File: src/hdl/jac_pkg.sv
// Package for the joystick axis conditioner.
// Holds shared constants, register indexes and default parameter values.
// No dependencies.
package jac_pkg;

   // default parameter values
   localparam int SAMPLE_BITS_DEF   = 12;
   localparam int FRACTION_BITS_DEF = 16;

   // fixed field widths
   localparam int PCT_W   = 8;
   localparam int TIME_W  = 32;
   localparam int ALPHA_W = 16;
   localparam int RATE_W  = 16;

   // configuration port
   localparam int CSR_IDX_W  = 3;
   localparam int CSR_DATA_W = 16;

   // register indexes
   typedef enum logic [CSR_IDX_W-1:0] {
      REG_CAL_MIN    = 3'd0,
      REG_CAL_CENTER = 3'd1,
      REG_CAL_MAX    = 3'd2,
      REG_DEAD_ZONE  = 3'd3,
      REG_INVERT     = 3'd4,
      REG_ALPHA      = 3'd5,
      REG_SLEW_RATE  = 3'd6
   } csr_reg_type;

   // register reset values that do not depend on the sample width
   localparam logic [ALPHA_W-1:0] ALPHA_RST = 16'd3277;
   localparam logic [RATE_W-1:0]  RATE_RST  = 16'd180;

   // mapping
   localparam int MAP_Q_W  = 7;      // quotient bits of the mapping division
   localparam int PCT_FULL = 100;

   // slew limit: rate (pct/s) * dt (ms) / 1000
   localparam int SLEW_DIV     = 1000;
   localparam int SLEW_REM_W   = 10;  // remainder below SLEW_DIV
   localparam int PROD_SAT     = 200000;
   localparam int PROD_W       = 18;  // unsaturated product bits
   localparam int MAX_STEP_PCT = 200;

endpackage

File: src/hdl/jac_if.sv
// Handshake channels of the joystick axis conditioner.
// Request carries one raw axis item, response one conditioned item; uses jac_pkg.
interface jac_req_if #(
   parameter int SAMPLE_BITS = jac_pkg::SAMPLE_BITS_DEF
);
   import jac_pkg::*;

   logic                   valid;
   logic                   ready;
   logic [SAMPLE_BITS-1:0] sample;
   logic [TIME_W-1:0]      now_ms;
   logic                   restart;

   modport source (output valid, sample, now_ms, restart, input ready);
   modport sink   (input valid, sample, now_ms, restart, output ready);
endinterface

interface jac_rsp_if;
   import jac_pkg::*;

   logic                    valid;
   logic                    ready;
   logic signed [PCT_W-1:0] command_percent;
   logic signed [PCT_W-1:0] mapped_percent;

   modport source (output valid, command_percent, mapped_percent, input ready);
   modport sink   (input valid, command_percent, mapped_percent, output ready);
endinterface

File: src/hdl/joystick_axis_conditioner_unit.sv
// Joystick axis conditioner: calibration map, deadzone, smoother, slew limiter.
// Seeding items go from the mapping divide straight to the filter update; other items run
// the 16-step serial multipliers and, unless the slew product saturates, the bit-serial
// divide by 1000. One item at a time; the next item is accepted once the result has loaded,
// and a finished item waits in the output register.
// Reset (synchronous, active high) restores register defaults and unseeds the filter.
module joystick_axis_conditioner_unit #(
   parameter int SAMPLE_BITS   = jac_pkg::SAMPLE_BITS_DEF,
   parameter int FRACTION_BITS = jac_pkg::FRACTION_BITS_DEF
) (
   input  logic                            clock,
   input  logic                            reset,
   jac_req_if.sink                         req_ch,
   jac_rsp_if.source                       rsp_ch,
   input  logic                            csr_we,
   input  logic [jac_pkg::CSR_IDX_W-1:0]   csr_index,
   input  logic [jac_pkg::CSR_DATA_W-1:0]  csr_wdata
);
   import jac_pkg::*;

   localparam int SB      = SAMPLE_BITS;
   localparam int F       = FRACTION_BITS;
   localparam int VAL_W   = F + 9;
   localparam int STEP_W  = F + 8;
   localparam int SPAN_W  = SB + 2;
   localparam int NUM_W   = SB + 7;
   localparam int DIV_W   = PROD_W + F;
   localparam int CNT_W   = $clog2(DIV_W + 1);
   localparam int AMUL_W  = STEP_W + ALPHA_W;
   localparam int RMUL_W  = TIME_W + RATE_W;

   typedef enum logic [8:0] {
      ST_IDLE = 9'b000000001,
      ST_MAP  = 9'b000000010,
      ST_MDIV = 9'b000000100,
      ST_PREP = 9'b000001000,
      ST_SMUL = 9'b000010000,
      ST_SDIV = 9'b000100000,
      ST_UPD  = 9'b001000000,
      ST_CMD  = 9'b010000000,
      ST_FIN  = 9'b100000000
   } state_type;

   state_type state_ff, state_in;

   // configuration registers
   logic [SB-1:0]      cal_min_ff, cal_center_ff, cal_max_ff, dead_zone_ff;
   logic               invert_ff;
   logic [ALPHA_W-1:0] alpha_ff;
   logic [RATE_W-1:0]  rate_ff;

   always_ff @(posedge clock) begin
      if (reset) begin
         cal_min_ff    <= '0;
         cal_center_ff <= SB'(1) << (SB - 1);
         cal_max_ff    <= '1;
         dead_zone_ff  <= '0;
         invert_ff     <= 1'b0;
         alpha_ff      <= ALPHA_RST;
         rate_ff       <= RATE_RST;
      end else if (csr_we) begin
         unique case (csr_index)
            REG_CAL_MIN:    cal_min_ff    <= csr_wdata[SB-1:0];
            REG_CAL_CENTER: cal_center_ff <= csr_wdata[SB-1:0];
            REG_CAL_MAX:    cal_max_ff    <= csr_wdata[SB-1:0];
            REG_DEAD_ZONE:  dead_zone_ff  <= csr_wdata[SB-1:0];
            REG_INVERT:     invert_ff     <= csr_wdata[0];
            REG_ALPHA:      alpha_ff      <= csr_wdata[ALPHA_W-1:0];
            REG_SLEW_RATE:  rate_ff       <= csr_wdata[RATE_W-1:0];
            default: ;
         endcase
      end
   end

   // item and datapath registers
   logic [SB-1:0]            sample_ff, sample_in;
   logic [TIME_W-1:0]        now_ff, now_in;
   logic                     restart_ff, restart_in;
   logic                     neg_ff, neg_in, in_dz_ff, in_dz_in, full_ff, full_in;
   logic [NUM_W-1:0]         rem_ff, rem_in, dsr_ff, dsr_in;
   logic [MAP_Q_W-1:0]       q_ff, q_in;
   logic [CNT_W-1:0]         cnt_ff, cnt_in;
   logic signed [PCT_W-1:0]  mapped_ff, mapped_in;
   logic                     dneg_ff, dneg_in;
   logic [STEP_W-1:0]        step_ff, step_in;
   logic [STEP_W-1:0]        maxstep_ff, maxstep_in;
   logic [DIV_W-1:0]         dvd_ff, dvd_in;
   logic [SLEW_REM_W-1:0]    r1k_ff, r1k_in;
   logic signed [VAL_W-1:0]  smooth_ff, smooth_in, cmd_ff, cmd_in;
   logic                     seeded_ff, seeded_in;
   logic [TIME_W-1:0]        last_ff, last_in;
   logic                     rsp_valid_ff, rsp_valid_in;
   logic signed [PCT_W-1:0]  rsp_cmd_ff, rsp_cmd_in, rsp_map_ff, rsp_map_in;

   // mapping front end
   logic signed [SB:0]       c_s, c_neg;
   logic [SB-1:0]            mag, excess;
   logic                     pos;
   logic signed [SPAN_W-1:0] span_s;
   logic [NUM_W-1:0]         num;

   always_comb begin
      c_s    = $signed({1'b0, sample_ff}) - $signed({1'b0, cal_center_ff});
      c_neg  = -c_s;
      mag    = c_s[SB] ? c_neg[SB-1:0] : c_s[SB-1:0];
      pos    = !c_s[SB] && (c_s != '0);
      if (pos) begin
         span_s = $signed({2'b00, cal_max_ff}) - $signed({2'b00, cal_center_ff})
                  - $signed({2'b00, dead_zone_ff});
      end else begin
         span_s = $signed({2'b00, cal_center_ff}) - $signed({2'b00, cal_min_ff})
                  - $signed({2'b00, dead_zone_ff});
      end
      excess = mag - dead_zone_ff;
      // excess * 100 as shift-adds
      num    = ({7'b0, excess} << 6) + ({7'b0, excess} << 5) + ({7'b0, excess} << 2);
   end

   // mapped percent from the division result (next quotient, so the last bit counts)
   logic [MAP_Q_W-1:0]      mmag;
   logic signed [PCT_W-1:0] mapped_now;

   always_comb begin
      if (in_dz_ff)      mmag = '0;
      else if (full_ff)  mmag = MAP_Q_W'(PCT_FULL);
      else               mmag = q_in;
      mapped_now = (neg_ff ^ invert_ff) ? -$signed({1'b0, mmag}) : $signed({1'b0, mmag});
   end

   // filter arithmetic
   logic signed [VAL_W-1:0] target;
   logic signed [VAL_W:0]   diff, dabs;
   logic [TIME_W-1:0]       dt_raw, dt;
   logic                    mul_start, amul_done, rmul_done;
   logic [AMUL_W-1:0]       aprod;
   logic [RMUL_W-1:0]       rprod;
   logic [AMUL_W:0]         asum;
   logic [SLEW_REM_W:0]     t1k;
   logic                    ge1k;
   logic signed [VAL_W:0]   delta, lim, nlim;
   logic [VAL_W-1:0]        cmag;
   logic [VAL_W:0]          rsum;
   logic [VAL_W-F:0]        rint;
   logic [PCT_W-1:0]        rclamp;
   logic                    seed;

   always_comb begin
      target = $signed({{(VAL_W-PCT_W-F){mapped_ff[PCT_W-1]}}, mapped_ff, {F{1'b0}}});
      diff   = {target[VAL_W-1], target} - {smooth_ff[VAL_W-1], smooth_ff};
      dabs   = diff[VAL_W] ? -diff : diff;
      dt_raw = now_ff - last_ff;
      dt     = (dt_raw == '0) ? TIME_W'(1) : dt_raw;
      asum   = {1'b0, aprod} + (AMUL_W+1)'(32768);
      t1k    = {r1k_ff, dvd_ff[DIV_W-1]};
      ge1k   = t1k >= (SLEW_REM_W+1)'(SLEW_DIV);
      delta  = {smooth_ff[VAL_W-1], smooth_ff} - {cmd_ff[VAL_W-1], cmd_ff};
      lim    = $signed({2'b00, maxstep_ff});
      nlim   = -lim;
      cmag   = cmd_ff[VAL_W-1] ? VAL_W'(-cmd_ff) : VAL_W'(cmd_ff);
      rsum   = {1'b0, cmag} + ((VAL_W+1)'(1) << (F - 1));
      rint   = rsum[VAL_W:F];
      rclamp = (rint > (VAL_W-F+1)'(PCT_FULL)) ? PCT_W'(PCT_FULL) : rint[PCT_W-1:0];
      seed   = !seeded_ff || restart_ff;
   end

   jac_serial_mul #(.AW(STEP_W), .BW(ALPHA_W)) u_alpha_mul (
      .clock   (clock),
      .reset   (reset),
      .start   (mul_start),
      .a       (dabs[STEP_W-1:0]),
      .b       (alpha_ff),
      .done    (amul_done),
      .product (aprod)
   );

   jac_serial_mul #(.AW(TIME_W), .BW(RATE_W)) u_rate_mul (
      .clock   (clock),
      .reset   (reset),
      .start   (mul_start),
      .a       (dt),
      .b       (rate_ff),
      .done    (rmul_done),
      .product (rprod)
   );

   assign mul_start    = (state_ff == ST_PREP);
   assign req_ch.ready = (state_ff == ST_IDLE);

   // sequencer
   always_comb begin
      state_in     = state_ff;
      sample_in    = sample_ff;
      now_in       = now_ff;
      restart_in   = restart_ff;
      neg_in       = neg_ff;
      in_dz_in     = in_dz_ff;
      full_in      = full_ff;
      rem_in       = rem_ff;
      dsr_in       = dsr_ff;
      q_in         = q_ff;
      cnt_in       = cnt_ff;
      mapped_in    = mapped_ff;
      dneg_in      = dneg_ff;
      step_in      = step_ff;
      maxstep_in   = maxstep_ff;
      dvd_in       = dvd_ff;
      r1k_in       = r1k_ff;
      smooth_in    = smooth_ff;
      cmd_in       = cmd_ff;
      seeded_in    = seeded_ff;
      last_in      = last_ff;
      rsp_valid_in = rsp_valid_ff && !rsp_ch.ready;
      rsp_cmd_in   = rsp_cmd_ff;
      rsp_map_in   = rsp_map_ff;

      unique case (state_ff)
         ST_IDLE: begin
            if (req_ch.valid) begin
               sample_in  = req_ch.sample;
               now_in     = req_ch.now_ms;
               restart_in = req_ch.restart;
               state_in   = ST_MAP;
            end
         end
         ST_MAP: begin
            neg_in   = !pos;
            in_dz_in = mag < dead_zone_ff;
            full_in  = (span_s <= 0) || ($signed({2'b00, excess}) >= span_s);
            rem_in   = num;
            dsr_in   = {1'b0, span_s[SB-1:0], 6'b0};
            q_in     = '0;
            cnt_in   = CNT_W'(MAP_Q_W);
            state_in = ST_MDIV;
         end
         ST_MDIV: begin
            if (rem_ff >= dsr_ff) begin
               rem_in = rem_ff - dsr_ff;
               q_in   = {q_ff[MAP_Q_W-2:0], 1'b1};
            end else begin
               q_in   = {q_ff[MAP_Q_W-2:0], 1'b0};
            end
            dsr_in = dsr_ff >> 1;
            cnt_in = cnt_ff - 1'b1;
            if (cnt_ff == CNT_W'(1)) begin
               state_in = seed ? ST_UPD : ST_PREP;
            end
         end
         ST_PREP: begin
            mapped_in = mapped_now;
            state_in  = ST_SMUL;
         end
         ST_SMUL: begin
            dneg_in = diff[VAL_W];
            if (amul_done && rmul_done) begin
               step_in = asum[STEP_W+15:16];
               if (rprod >= RMUL_W'(PROD_SAT)) begin
                  maxstep_in = STEP_W'(MAX_STEP_PCT) << F;
                  state_in   = ST_UPD;
               end else begin
                  dvd_in     = {rprod[PROD_W-1:0], {F{1'b0}}};
                  r1k_in     = '0;
                  maxstep_in = '0;
                  cnt_in     = CNT_W'(DIV_W);
                  state_in   = ST_SDIV;
               end
            end
         end
         ST_SDIV: begin
            r1k_in     = ge1k ? SLEW_REM_W'(t1k - (SLEW_REM_W+1)'(SLEW_DIV))
                              : t1k[SLEW_REM_W-1:0];
            maxstep_in = {maxstep_ff[STEP_W-2:0], ge1k};
            dvd_in     = dvd_ff << 1;
            cnt_in     = cnt_ff - 1'b1;
            if (cnt_ff == CNT_W'(1)) state_in = ST_UPD;
         end
         ST_UPD: begin
            seeded_in = 1'b1;
            last_in   = now_ff;
            if (seed) begin
               smooth_in = target;
               cmd_in    = target;
               state_in  = ST_FIN;
            end else begin
               smooth_in = dneg_ff ? smooth_ff - $signed({1'b0, step_ff})
                                   : smooth_ff + $signed({1'b0, step_ff});
               state_in  = ST_CMD;
            end
         end
         ST_CMD: begin
            if (delta > lim)       cmd_in = cmd_ff + lim[VAL_W-1:0];
            else if (delta < nlim) cmd_in = cmd_ff + nlim[VAL_W-1:0];
            else                   cmd_in = cmd_ff + delta[VAL_W-1:0];
            state_in = ST_FIN;
         end
         ST_FIN: begin
            if (!rsp_valid_ff || rsp_ch.ready) begin
               rsp_valid_in = 1'b1;
               rsp_cmd_in   = cmd_ff[VAL_W-1] ? -$signed(rclamp) : $signed(rclamp);
               rsp_map_in   = mapped_ff;
               state_in     = ST_IDLE;
            end
         end
         default: state_in = ST_IDLE;
      endcase

      // seeding items skip the prep cycle, so capture the map when the divider ends
      if (state_ff == ST_MDIV && cnt_ff == CNT_W'(1)) mapped_in = mapped_now;
   end

   always_ff @(posedge clock) begin
      if (reset) begin
         state_ff     <= ST_IDLE;
         seeded_ff    <= 1'b0;
         last_ff      <= '0;
         smooth_ff    <= '0;
         cmd_ff       <= '0;
         cnt_ff       <= '0;
         rsp_valid_ff <= 1'b0;
      end else begin
         state_ff     <= state_in;
         seeded_ff    <= seeded_in;
         last_ff      <= last_in;
         smooth_ff    <= smooth_in;
         cmd_ff       <= cmd_in;
         cnt_ff       <= cnt_in;
         rsp_valid_ff <= rsp_valid_in;
      end
      sample_ff  <= sample_in;
      now_ff     <= now_in;
      restart_ff <= restart_in;
      neg_ff     <= neg_in;
      in_dz_ff   <= in_dz_in;
      full_ff    <= full_in;
      rem_ff     <= rem_in;
      dsr_ff     <= dsr_in;
      q_ff       <= q_in;
      mapped_ff  <= mapped_in;
      dneg_ff    <= dneg_in;
      step_ff    <= step_in;
      maxstep_ff <= maxstep_in;
      dvd_ff     <= dvd_in;
      r1k_ff     <= r1k_in;
      rsp_cmd_ff <= rsp_cmd_in;
      rsp_map_ff <= rsp_map_in;
   end

   assign rsp_ch.valid           = rsp_valid_ff;
   assign rsp_ch.command_percent = rsp_cmd_ff;
   assign rsp_ch.mapped_percent  = rsp_map_ff;
endmodule

File: src/hdl/jac_serial_mul.sv
// Bit-serial shift-add multiplier, one multiplier bit per cycle, MSB first.
// Unsigned operands; used by the conditioner top level. No dependencies.
module jac_serial_mul #(
   parameter int AW = 32,
   parameter int BW = 16
) (
   input  logic           clock,
   input  logic           reset,
   input  logic           start,
   input  logic [AW-1:0]  a,
   input  logic [BW-1:0]  b,
   output logic           done,
   output logic [AW+BW-1:0] product
);
   localparam int CNT_W = $clog2(BW + 1);

   logic [AW-1:0]    a_ff, a_in;
   logic [BW-1:0]    b_ff, b_in;
   logic [AW+BW-1:0] acc_ff, acc_in;
   logic [CNT_W-1:0] cnt_ff, cnt_in;
   logic             done_ff, done_in;

   // shift-add step
   always_comb begin
      a_in    = a_ff;
      b_in    = b_ff;
      acc_in  = acc_ff;
      cnt_in  = cnt_ff;
      done_in = 1'b0;
      if (start) begin
         a_in   = a;
         b_in   = b;
         acc_in = '0;
         cnt_in = CNT_W'(BW);
      end else if (cnt_ff != '0) begin
         acc_in  = (acc_ff << 1) + (b_ff[BW-1] ? {{BW{1'b0}}, a_ff} : '0);
         b_in    = b_ff << 1;
         cnt_in  = cnt_ff - 1'b1;
         done_in = (cnt_ff == CNT_W'(1));
      end
   end

   always_ff @(posedge clock) begin
      if (reset) begin
         cnt_ff  <= '0;
         done_ff <= 1'b0;
      end else begin
         cnt_ff  <= cnt_in;
         done_ff <= done_in;
      end
      a_ff   <= a_in;
      b_ff   <= b_in;
      acc_ff <= acc_in;
   end

   assign done    = done_ff;
   assign product = acc_ff;
endmodule

File: src/flat_wrapper.sv
// flat-port wrapper written by rule: the top's interface ports become plain ports
module joystick_axis_conditioner_unit_flat import jac_pkg::*;
#(
   parameter int SAMPLE_BITS   = jac_pkg::SAMPLE_BITS_DEF,
   parameter int FRACTION_BITS = jac_pkg::FRACTION_BITS_DEF
)
  (clock, reset, csr_we, csr_index, csr_wdata, req_ch_valid, req_ch_sample, req_ch_now_ms, req_ch_restart, req_ch_ready, rsp_ch_valid, rsp_ch_command_percent, rsp_ch_mapped_percent, rsp_ch_ready);
  jac_req_if #(.SAMPLE_BITS(SAMPLE_BITS)) req_ch_i ();
  jac_rsp_if rsp_ch_i ();
  input  logic clock;
  input  logic reset;
  input  logic csr_we;
  input  logic [jac_pkg::CSR_IDX_W-1:0] csr_index;
  input  logic [jac_pkg::CSR_DATA_W-1:0] csr_wdata;
  input wire logic [$bits(req_ch_i.valid)-1:0] req_ch_valid;
  input wire logic [$bits(req_ch_i.sample)-1:0] req_ch_sample;
  input wire logic [$bits(req_ch_i.now_ms)-1:0] req_ch_now_ms;
  input wire logic [$bits(req_ch_i.restart)-1:0] req_ch_restart;
  output wire logic [$bits(req_ch_i.ready)-1:0] req_ch_ready;
  output wire logic [$bits(rsp_ch_i.valid)-1:0] rsp_ch_valid;
  output wire logic [$bits(rsp_ch_i.command_percent)-1:0] rsp_ch_command_percent;
  output wire logic [$bits(rsp_ch_i.mapped_percent)-1:0] rsp_ch_mapped_percent;
  input wire logic [$bits(rsp_ch_i.ready)-1:0] rsp_ch_ready;
  assign req_ch_i.valid = req_ch_valid;
  assign req_ch_i.sample = req_ch_sample;
  assign req_ch_i.now_ms = req_ch_now_ms;
  assign req_ch_i.restart = req_ch_restart;
  assign req_ch_ready = req_ch_i.ready;
  assign rsp_ch_valid = rsp_ch_i.valid;
  assign rsp_ch_command_percent = rsp_ch_i.command_percent;
  assign rsp_ch_mapped_percent = rsp_ch_i.mapped_percent;
  assign rsp_ch_i.ready = rsp_ch_ready;
  joystick_axis_conditioner_unit #(.SAMPLE_BITS(SAMPLE_BITS), .FRACTION_BITS(FRACTION_BITS)) u_core (.clock(clock), .reset(reset), .req_ch(req_ch_i), .rsp_ch(rsp_ch_i), .csr_we(csr_we), .csr_index(csr_index), .csr_wdata(csr_wdata));
endmodule
File: config.mk
export PLATFORM = sky130hd
export DESIGN_NAME = joystick_axis_conditioner_unit_flat
export DESIGN_NICKNAME = d
export VERILOG_FILES = /design/src/hdl/jac_pkg.sv /design/src/hdl/jac_if.sv /design/src/hdl/joystick_axis_conditioner_unit.sv /design/src/hdl/jac_serial_mul.sv /design/src/flat_wrapper.sv
export SDC_FILE = /design/constraint.sdc
export NUM_CORES = 2
export LEC_CHECK = 0
export BUFFER_PORTS_ARGS = -buffer_cell sky130_fd_sc_hd__buf_2
export CAP_MARGIN = 20
export CORE_MARGIN = 3
export CORE_UTILIZATION = 50
export DETAILED_ROUTE_END_ITERATION = 10
export PLACE_DENSITY = 0.7
export SLEW_MARGIN = 40
export SYNTH_ARGS = -nofsm -noshare
export SYNTH_HDL_FRONTEND = slang
export SYNTH_SLANG_ARGS = --single-unit
export TNS_END_PERCENT = 50
File: constraint.sdc
create_clock -name clock -period 23.1 [get_ports clock]
set_input_delay 0 -clock clock [delete_from_list [all_inputs] [get_ports clock]]
set_output_delay 0 -clock clock [all_outputs]
set_load 0.01 [all_outputs]
==> metrics.csv <==
metric,value,unit
outcome,finished clean,
post-CTS sizing,0,
Initial Util,50.6,%
Slew HR,44.0,%
die span in x,281,µm
GRT busiest layer,met2,
Post-DP Area,39100,µm²
Tightest Hold Check Type,input port to flop,
Peak VDD IR,102,µV
Main synth FF type,dfxtp_1,
CTS tree,done,
"CTS clk-pin slew, worst paths",0.06,ns
most frequent cells in the layout,"695 x nand2_1, 413 x a21oi_1, 339 x ha_1",
Routability Congestion,0.900,
"Seq/Total Area, Yosys",36.9,%
vias in the first global route,28787,
final setup violation count,0,
maxcap violations,0,
Area Growth Syn to Fin,11.4,%
Buffers on Ports,86,
row count,100,
Sink Count,561,
"most common cell after layout, fill and taps aside",nand2_1,
I/O pin cnt,87,
Critical Path RT,23.60,ns
Finished Cell Area,42100,µm²
GRT overflow,0,
Final Slew Violations,0,
"antenna viol nets, final",0,
GR Layer Usage met3,2.92,%
most frequent CP cell,o21ai_0,
via/cell ratio,5.53,
minimum clock period,8.72,ns
asr flop ratio synth,0,%
full die area,79000,µm²
skew final,0.0230,ns
syn nets,4859,
DIE HEIGHT,281,µm
leakage power,17.4,nW
unrepaired setup endpoints after global routing,no,
crit share post-route,37.7,%
HPWL after DPL,65400,µm
largest net degree at the start of global routing,94,
Synth Register Bits,561,
Core Area,74700,µm²
Pwr Total,4.43,mW
number of setup buffers added after CTS,0,
Yosys Warn Count,0,
TritonCTS Buffers,67,
slowest cell delay on critical path,0.49,ns
worst path arrival time,9.22,ns
grt met2 use,36.1,%
fmax,115,MHz
critical path class,flop to flop,
router iterations before antenna repair,6,
first-pass GRT wire length,146000,µm
synthesized cell area,37800,µm²
sum of negative setup slack,0,ns
DRC Markers,0,
pwr dens,105,nW/µm²
Critical Path End Type,flop,
worst-path fanout max,43,
Worst Setup Start Kind,flop,
"EDFF count, synth",274,
Synth cell types,83,
nets,4949,
initial antenna violation count,1,
Via Count,30683,
share of cells above drive strength 1,6.30,%
critical path's slowest cell,dfxtp_1,
routed wire length per instance,16.2,µm
DR iter-0 viols,2132,
Filler Cells Inserted,6651,
met1 Use GR,31.3,%
Slew @ Worst Pin,0.837,ns
Final Hold Fails,0,
Root Buffer,clkbuf_16,
Gate Count Post-Synth,4430,
htree depth,3,
Routed Wire Length,89600,µm
gr usage total,22.4,%
Worst-Skew Late Latency,0.60,ns
Syn Area/Cell,8.54,µm²
deepest clock path buffer count,3,
[cell type report]
type | count | area (µm²) | area share [%]
Multi-Input combinational cell | 3412 | 22200 | 52.6
Clock inverter | 39 | 467 | 1.11
Clock buffer | 84 | 1840 | 4.38
Inverter | 294 | 1110 | 2.63
Timing Repair Buffer | 184 | 1360 | 3.24
Sequential cell | 561 | 14000 | 33.2
Antenna cell | 1 | 2.50 | 0.00594
Tap cell | 969 | 1210 | 2.88
[what timing repair did]
item | CTS | global route
hold buffers | 69 | 0
endpoints found under the hold margin | 175 | 0
endpoints found under the setup margin | 0 | 0
[synth_stat cells, types with 25 or more instances]
cell | instances | area share (%)
nand2_1 | 698 | 6.9
nand2b_1 | 63 | 1.0
ha_1 | 339 | 11
a21oi_1 | 414 | 5.5
a31oi_1 | 34 | 0.56
or3_1 | 27 | 0.45
dfxtp_1 | 287 | 15
nand4_1 | 32 | 0.53
a21o_1 | 110 | 2.2
nor2_1 | 311 | 3.1
o21a_1 | 33 | 0.65
o21bai_1 | 32 | 0.64
and3_1 | 25 | 0.41
nor3_1 | 75 | 0.99
nor2b_1 | 52 | 0.86
and2_1 | 68 | 1.1
clkbuf_1 | 150 | 1.5
nor4_1 | 41 | 0.68
xnor2_1 | 263 | 6.1
nand3_1 | 112 | 1.5
inv_1 | 292 | 2.9
o21ai_0 | 201 | 2.7
edfxtp_1 | 274 | 22
a211oi_1 | 48 | 0.95
xor2_1 | 114 | 2.6
nand3b_1 | 38 | 0.75
[worst paths after layout]
kind         slack, ns                start  depth (start not counted)            endpoint
max              14.38  u_core.smooth_ff[2]                         37   u_core.cmd_ff[24]
min               0.09     req_ch_now_ms[2]                          2    u_core.now_ff[2]
max reg2reg      14.38  u_core.smooth_ff[2]                         37   u_core.cmd_ff[24]
min reg2reg       0.45   u_core.last_ff[29]                          2  u_core.last_ff[29]
[per-layer routing]
metal	vias up	routed length (µm)
met1	14174	42700
li1	15714	-
met2	656	39800
met4	0	2680
met5	-	0
met3	139	4430
[metrics by stage]
step	utilization, %	hold slack [ns]	setup WS, ns	instances
after detailed placement	52.4	0.178	14.47	5349
after CTS	56.4	0.0642	14.43	5541
final	56.4	0.0948	14.38	5544
after global routing	56.4	0.0909	13.69	5543
after floorplan	-	0.0989	15.54	4430
after global placement	52.3	0.176	14.67	5349
[logic make-up after synthesis]
group	Yosys count	synth area share, %
flops	561	36.9
compound gates	1044	17.0
mux	17	0.473
xor+xnor	378	8.79
simple gates	1610	19.8
fa+ha+maj	363	12.4
buf+inv	457	4.61
[registers in the layout (all words and copies together), names as in the netlist, 18 cells and up]
register                    flops
u_core.u_alpha_mul.a_ff        24
u_core.cmd_ff                  25
u_core.u_rate_mul.a_ff         32
u_core.now_ff                  32
u_core.smooth_ff               25
u_core.u_rate_mul.product      48
u_core.dvd_ff                  18
u_core.step_ff                 24
u_core.last_ff                 32
u_core.maxstep_ff              24
u_core.dsr_ff                  18
u_core.u_alpha_mul.product     40
u_core.rem_ff                  19
[power by group]
group	total, mW	internal, mW	switching, mW
registers	1.41	1.29	0.122
clock network	1.10	0.671	0.431
logic	1.92	0.853	1.07
total	4.43	2.81	1.62
[critical path: cells and delay by family (launching register included)]
kind                       cells  cell delay, ns
AOI/OAI and AO/OA             19            4.02
and+or+nand+nor               10            1.74
adders and majority gates      4            1.38
DFF                            1            0.49
buffers and inverters          1            0.40
muxes                          1            0.31
xor gates and xnor gates       2            0.29
Note: power is estimated with default switching activity, not from simulation.
